[src/sv/nsc_pkg.sv]
// ----------------------------------------------------------------------
// NFA subset construction package
// Shared widths, codes, state type, control structs and clamp helpers.
// ----------------------------------------------------------------------
package nsc_pkg;

   localparam int MAX_NFA_STATES  = 8;
   localparam int MAX_SYMBOLS     = 4;
   localparam int MAX_DFA_ROWS    = 256;

   localparam int STATE_W         = 3;
   localparam int SYM_W           = 2;
   localparam int ROW_W           = 8;
   localparam int COUNT_W         = 9;
   localparam int MASK_W          = 8;
   localparam int NFA_TABLE_DEPTH = MAX_NFA_STATES * MAX_SYMBOLS;
   localparam int NFA_ADDR_W      = STATE_W + SYM_W;
   localparam int NEXT_ADDR_W     = ROW_W + SYM_W;
   localparam int CSR_INDEX_W     = 2;
   localparam int CSR_DATA_W      = 8;

   localparam logic [1:0] MODE_LOAD  = 2'd0;
   localparam logic [1:0] MODE_BUILD = 2'd1;
   localparam logic [1:0] MODE_READ  = 2'd2;

   localparam logic [CSR_INDEX_W-1:0] CSR_NFA_STATE_COUNT = 2'd0;
   localparam logic [CSR_INDEX_W-1:0] CSR_SYMBOL_COUNT    = 2'd1;
   localparam logic [CSR_INDEX_W-1:0] CSR_ACCEPTING_MASK  = 2'd2;

   typedef enum logic [2:0] {
      ST_IDLE,
      ST_SEED,
      ST_ROW_RD,
      ST_ROW_WAIT,
      ST_UNION,
      ST_SEARCH,
      ST_READ1,
      ST_READ2
   } state_type;

   typedef struct packed {
      logic                   clr;
      logic                   acc;
      logic [STATE_W-1:0]     state_idx;
      logic [SYM_W-1:0]       sym;
      logic [MASK_W-1:0]      live;
   } nfa_ctrl_type;

   typedef struct packed {
      logic                   sub_we;
      logic [ROW_W-1:0]       sub_waddr;
      logic [MASK_W-1:0]      sub_wdata;
      logic [ROW_W-1:0]       sub_raddr;
      logic                   nxt_we;
      logic [NEXT_ADDR_W-1:0] nxt_waddr;
      logic [ROW_W-1:0]       nxt_wdata;
      logic [NEXT_ADDR_W-1:0] nxt_raddr;
   } row_ctrl_type;

   function automatic logic [3:0] clamp_states(input logic [3:0] v);
      if (v == 4'd0) begin
         return 4'd1;
      end else if (v > 4'(MAX_NFA_STATES)) begin
         return 4'(MAX_NFA_STATES);
      end
      return v;
   endfunction

   function automatic logic [2:0] clamp_symbols(input logic [2:0] v);
      if (v == 3'd0) begin
         return 3'd1;
      end else if (v > 3'(MAX_SYMBOLS)) begin
         return 3'(MAX_SYMBOLS);
      end
      return v;
   endfunction

   function automatic logic [MASK_W-1:0] live_mask(input logic [3:0] n);
      logic [MASK_W-1:0] m;
      for (int i = 0; i < MASK_W; i++) begin
         m[i] = (4'(i) < n);
      end
      return m;
   endfunction

endpackage

[src/sv/nsc_nfa_unit.sv]
// ----------------------------------------------------------------------
// NFA transition table and union accumulator
// Holds the NFA target masks and ORs one member's row per cycle.
// ----------------------------------------------------------------------
module nsc_nfa_unit import nsc_pkg::*; (
   input  logic                clock,
   input  logic                reset,
   input  logic                load_we,
   input  logic [STATE_W-1:0]  load_state,
   input  logic [SYM_W-1:0]    load_symbol,
   input  logic [MASK_W-1:0]   load_mask,
   input  nfa_ctrl_type        ctrl,
   output logic [MASK_W-1:0]   union_mask
);

   logic [MASK_W-1:0] table_ff [NFA_TABLE_DEPTH];
   logic [MASK_W-1:0] acc_ff;
   logic [MASK_W-1:0] acc_in;
   logic [MASK_W-1:0] row_sel;

   assign row_sel = table_ff[{ctrl.state_idx, ctrl.sym}];

   always_comb begin
      acc_in = acc_ff;
      if (ctrl.clr) begin
         acc_in = '0;
      end else if (ctrl.acc) begin
         acc_in = acc_ff | row_sel;
      end
   end

   always_ff @(posedge clock) begin
      if (reset) begin
         for (int i = 0; i < NFA_TABLE_DEPTH; i++) begin
            table_ff[i] <= '0;
         end
         acc_ff <= '0;
      end else begin
         if (load_we) begin
            table_ff[{load_state, load_symbol}] <= load_mask;
         end
         acc_ff <= acc_in;
      end
   end

   // Targets beyond the states in use never enter a subset.
   assign union_mask = acc_ff & ctrl.live;

endmodule

[config.mk]
export PLATFORM = sky130hd
export DESIGN_NAME = nsc_nfa_unit
export DESIGN_NICKNAME = d
export VERILOG_FILES = /design/src/sv/nsc_pkg.sv /design/src/sv/nsc_nfa_unit.sv
export SDC_FILE = /design/constraint.sdc
export NUM_CORES = 1
export LEC_CHECK = 0
export BUFFER_PORTS_ARGS = -buffer_cell sky130_fd_sc_hd__clkbuf_2
export CAP_MARGIN = 20
export CORE_ASPECT_RATIO = 1.1
export CORE_MARGIN = 2
export CORE_UTILIZATION = 40
export DETAILED_ROUTE_END_ITERATION = 7
export PLACE_DENSITY_LB_ADDON = 0.08
export SLEW_MARGIN = 20
export SYNTH_ARGS = -nofsm -noshare
export SYNTH_HDL_FRONTEND = slang
export SYNTH_SLANG_ARGS = --single-unit
[constraint.sdc]
create_clock -name clock -period 2.8 [get_ports clock]
set_input_delay 0.28 -clock clock [delete_from_list [all_inputs] [get_ports clock]]
set_output_delay 0.28 -clock clock [all_outputs]
set_load 0.005 [all_outputs]
==> reports/metrics.csv <==
stage;metric;value;unit
final_layout;ant diodes;0;
routing;initial drt markers;678;
clock_tree;clk root buf;clkbuf_16;
timing;Tcrit/Tclk final;68.1;%
routing;Vias per Instance;5.38;
routing;drt first pass iters;5;
worst_hold_path;Hold Path Class;in2reg;
pwr;Sequential Power Share;50.5;%
clock_tree;Hold-fix buffers, CTS;0;
final_layout;Synth-to-Final Area Change;14.1;%
placed_design;dpl cells;1287;
worst_setup_path;CP Cell Sequence;mux4_2 -> mux2_2 -> a2111oi_0 -> nor4_1;
timing;final setup TNS;0;ns
clock_tree;setup bufs post-CTS;0;
final_layout;nets;935;
clock_tree;CTS tree;done;
clock_tree;Max Buffers Root-to-Sink;3;
synth;Synth Instances;848;
clock_tree;Num Clock Sinks;264;
worst_setup_path;Crit Path Class;reg2reg;
clock_tree;Resized cells post-CTS;0;
routing;Avg WL per Cell;24.7;um
routing;wirelength, routed;33000;um
routing;post-route DRC violation count;0;
worst_setup_path;Crit-path slowest cell;mux4_2;
synth;syn avg cell area;14.6;sq um
worst_setup_path;critical path launch point type;flop;
final_layout;most frequent cells in the layout;and2_1 (266), edfxtp_1 (256), mux2i_1 (45), nor2_1 (43), buf_4 (38);
routing;Vias;7193;
placed_design;gpl congestion;0.796;
status;status;finished clean;
pwr;switching power;0.00201;W
clock_tree;Clk Latency, worst-skew pair;0.54;ns
timing;Slew HR;43.6;%
final_layout;layout cells sized above 1;20.5;%
pwr;share of power burned in combinational logic;7.4;%
global_route;total track usage;21.0;%
timing;worst setup margin;0.893;ns
floorplan;Die Wd;171;um
routing;ANT nets after route;0;
clock_tree;H-tree levels;1;
clock_tree;Reg clk slew, reported paths;0.06;ns
pwr;peak supply drop;0.389;mV
floorplan;io pins;39;
final_layout;most common cell after layout, fill and taps aside;and2_1;
synth;Syn Nets;879;
placed_design;hpwl dp;22100;um
worst_setup_path;CP Max Fanout;1;
flow_run;max_cap viols;0;
global_route;largest net degree at the start of global routing;37;
worst_setup_path;Worst Path Arrival;2.32;ns
synth;synthesized cell area;12300;sq um
pwr;Clock power frac;42.1;%
floorplan;# rows;67;
global_route;initial antenna violation count;2;
pwr;Switching Share;22.0;%
pwr;Lkg Pwr;5.06;nW
synth;Seq cells post-synth;264;
clock_tree;CTS buffer count;29;
timing;Period minus WS final;1.91;ns
synth;post-synthesis cell type count;36;
synth;Seq/Total Area, Yosys;63.6;%
floorplan;full die area;32300;sq um
floorplan;Die Y;188;um
global_route;vias in the first global route;7383;
synth;synth warn;0;
final_layout;Finished Layout Cells;1337;
timing;RSZ-0062 raised after global routing;no;
worst_setup_path;r2r setup slk;0.89;ns
floorplan;Core Footprint;30400;sq um
floorplan;Initial Util;40.6;%
timing;worst-margin pin slew;0.845;ns
timing;Hold Fails Final Rpt;0;
global_route;total gr overflow;0;
global_route;first-pass GRT wire length;48900;um
timing;FMAX;0.524;GHz
pwr;power per cell area;650;nW/um^2
timing;final setup skew;0.0103;ns
worst_setup_path;max incr delay on CP;0.53;ns
placed_design;Worst Setup Slack post-DPL;0.470;ns
timing;Max Slew Vio Count;0;
timing;# setup viols final;0;
placed_design;I/O Buffers;38;
worst_setup_path;Req. time, crit path;3.21;ns
worst_setup_path;crit end category;flop;
pwr;internal power;0.00714;W
logic make-up (layout without fill, tap and decap cells):
| group | after synthesis | in the layout | synth area share [%] |
|---|---|---|---|
| AND/OR/NAND/NOR | 388 | 388 | 18.8 |
| multiplexers | 97 | 97 | 12.7 |
| flip-flops | 264 | 264 | 63.6 |
| buffers and inverters | 53 | 128 | 2.07 |
| AO/OA/AOI/OAI | 46 | 46 | 2.87 |
stage by stage:
stage / utilization, % / hold slack, ns / area, sq um / power (W)
final: 46.3 / 0.147 / 14100 / 0.00915
after global placement: 43.2 / 0.597 / 13100 / 0.00537
after floorplan: - / 0.478 / 12300 / 0.00507
after CTS: 46.3 / 0.113 / 14100 / 0.00922
after detailed placement: 43.2 / 0.615 / 13100 / 0.00538
after global routing: 46.3 / 0.143 / 14100 / 0.00943
worst paths after layout:
check                 startpoint         to  cells past startpoint
setup / recovery  table_ff[5][7]  acc_ff[7]                      4
hold / removal          ctrl[14]  acc_ff[2]                      4
setup reg to reg  table_ff[5][7]  acc_ff[7]                      4
hold reg to reg        acc_ff[6]  acc_ff[6]                      2
area by class of cell:
class | instances | area (sq um)
clock buffers | 37 | 756
clock inverters | 13 | 185
fillers | 2663 | 16400
multi-input cells | 531 | 4240
flip-flops and latches | 264 | 7850
well taps | 414 | 518
repair buffers | 78 | 531
Yosys cell counts:
| master | instances | area share [%] |
|---|---|---|
| mux2i_1 | 45 | 3.6 |
| mux4_2 | 34 | 6.2 |
| edfxtp_1 | 256 | 62 |
| o21ai_0 | 11 | 0.45 |
| nor3_1 | 5 | 0.20 |
| buf_4 | 6 | 0.36 |
| nor2b_1 | 10 | 0.51 |
| mux4_1 | 10 | 2.1 |
| buf_8 | 1 | 0.12 |
| nand2b_1 | 3 | 0.15 |
| buf_1 | 1 | 0.030 |
| dlygate4sd1_1 | 1 | 0.071 |
| nor4_1 | 9 | 0.46 |
| dfxtp_1 | 8 | 1.3 |
| buf_2 | 7 | 0.28 |
| clkbuf_1 | 35 | 1.1 |
| a2111oi_1 | 2 | 0.16 |
| mux2_2 | 8 | 0.73 |
| nand3b_1 | 3 | 0.18 |
| clkbuf_2 | 1 | 0.041 |
| or2_2 | 32 | 1.6 |
| nor4bb_1 | 1 | 0.081 |
| nor2_1 | 43 | 1.3 |
| nand2_1 | 8 | 0.24 |
| and2_1 | 266 | 13 |
| a22oi_1 | 7 | 0.43 |
| a22o_1 | 5 | 0.35 |
| nand3_1 | 1 | 0.041 |
| o211ai_1 | 1 | 0.061 |
| and4b_1 | 3 | 0.24 |
| a221oi_1 | 8 | 0.57 |
| buf_6 | 1 | 0.091 |
| or3b_2 | 1 | 0.071 |
| nand4b_1 | 1 | 0.071 |
| a2111oi_0 | 12 | 0.85 |
| or3_1 | 2 | 0.10 |
power by group through the flow:
stage / registers [W] / clock network [W] / logic (W)
finish: 0.00462 / 0.00385 / 0.000680
global route: 0.00464 / 0.00407 / 0.000721
CTS: 0.00462 / 0.00391 / 0.000685
detailed placement: 0.00470 / 0 / 0.000683
global placement: 0.00470 / 0 / 0.000676
floorplan: 0.00465 / 0 / 0.000421
critical path, delay by kind of cell, from the launching register on:
kind               cells  cell delay, ns
AOI/OAI and AO/OA      1            0.46
muxes                  2            0.84
and+or+nand+nor        1            0.09
DFF                    1            0.39
routing by layer:
metal	share of wire (%)	track usage, %	vias up	wire length (um)
met1	45	29.9	3655	14700
met4	2.3	5.18	2	763
met2	47	33.4	237	15500
met5	0.039	0	-	13
li1	-	-	3248	-
met3	6.0	3.68	51	1980
flip-flops by register name, indices dropped and copies added, names as in the netlist:
register and count:
acc_ff 8, table_ff 256
(Power assumes the default switching activity.)
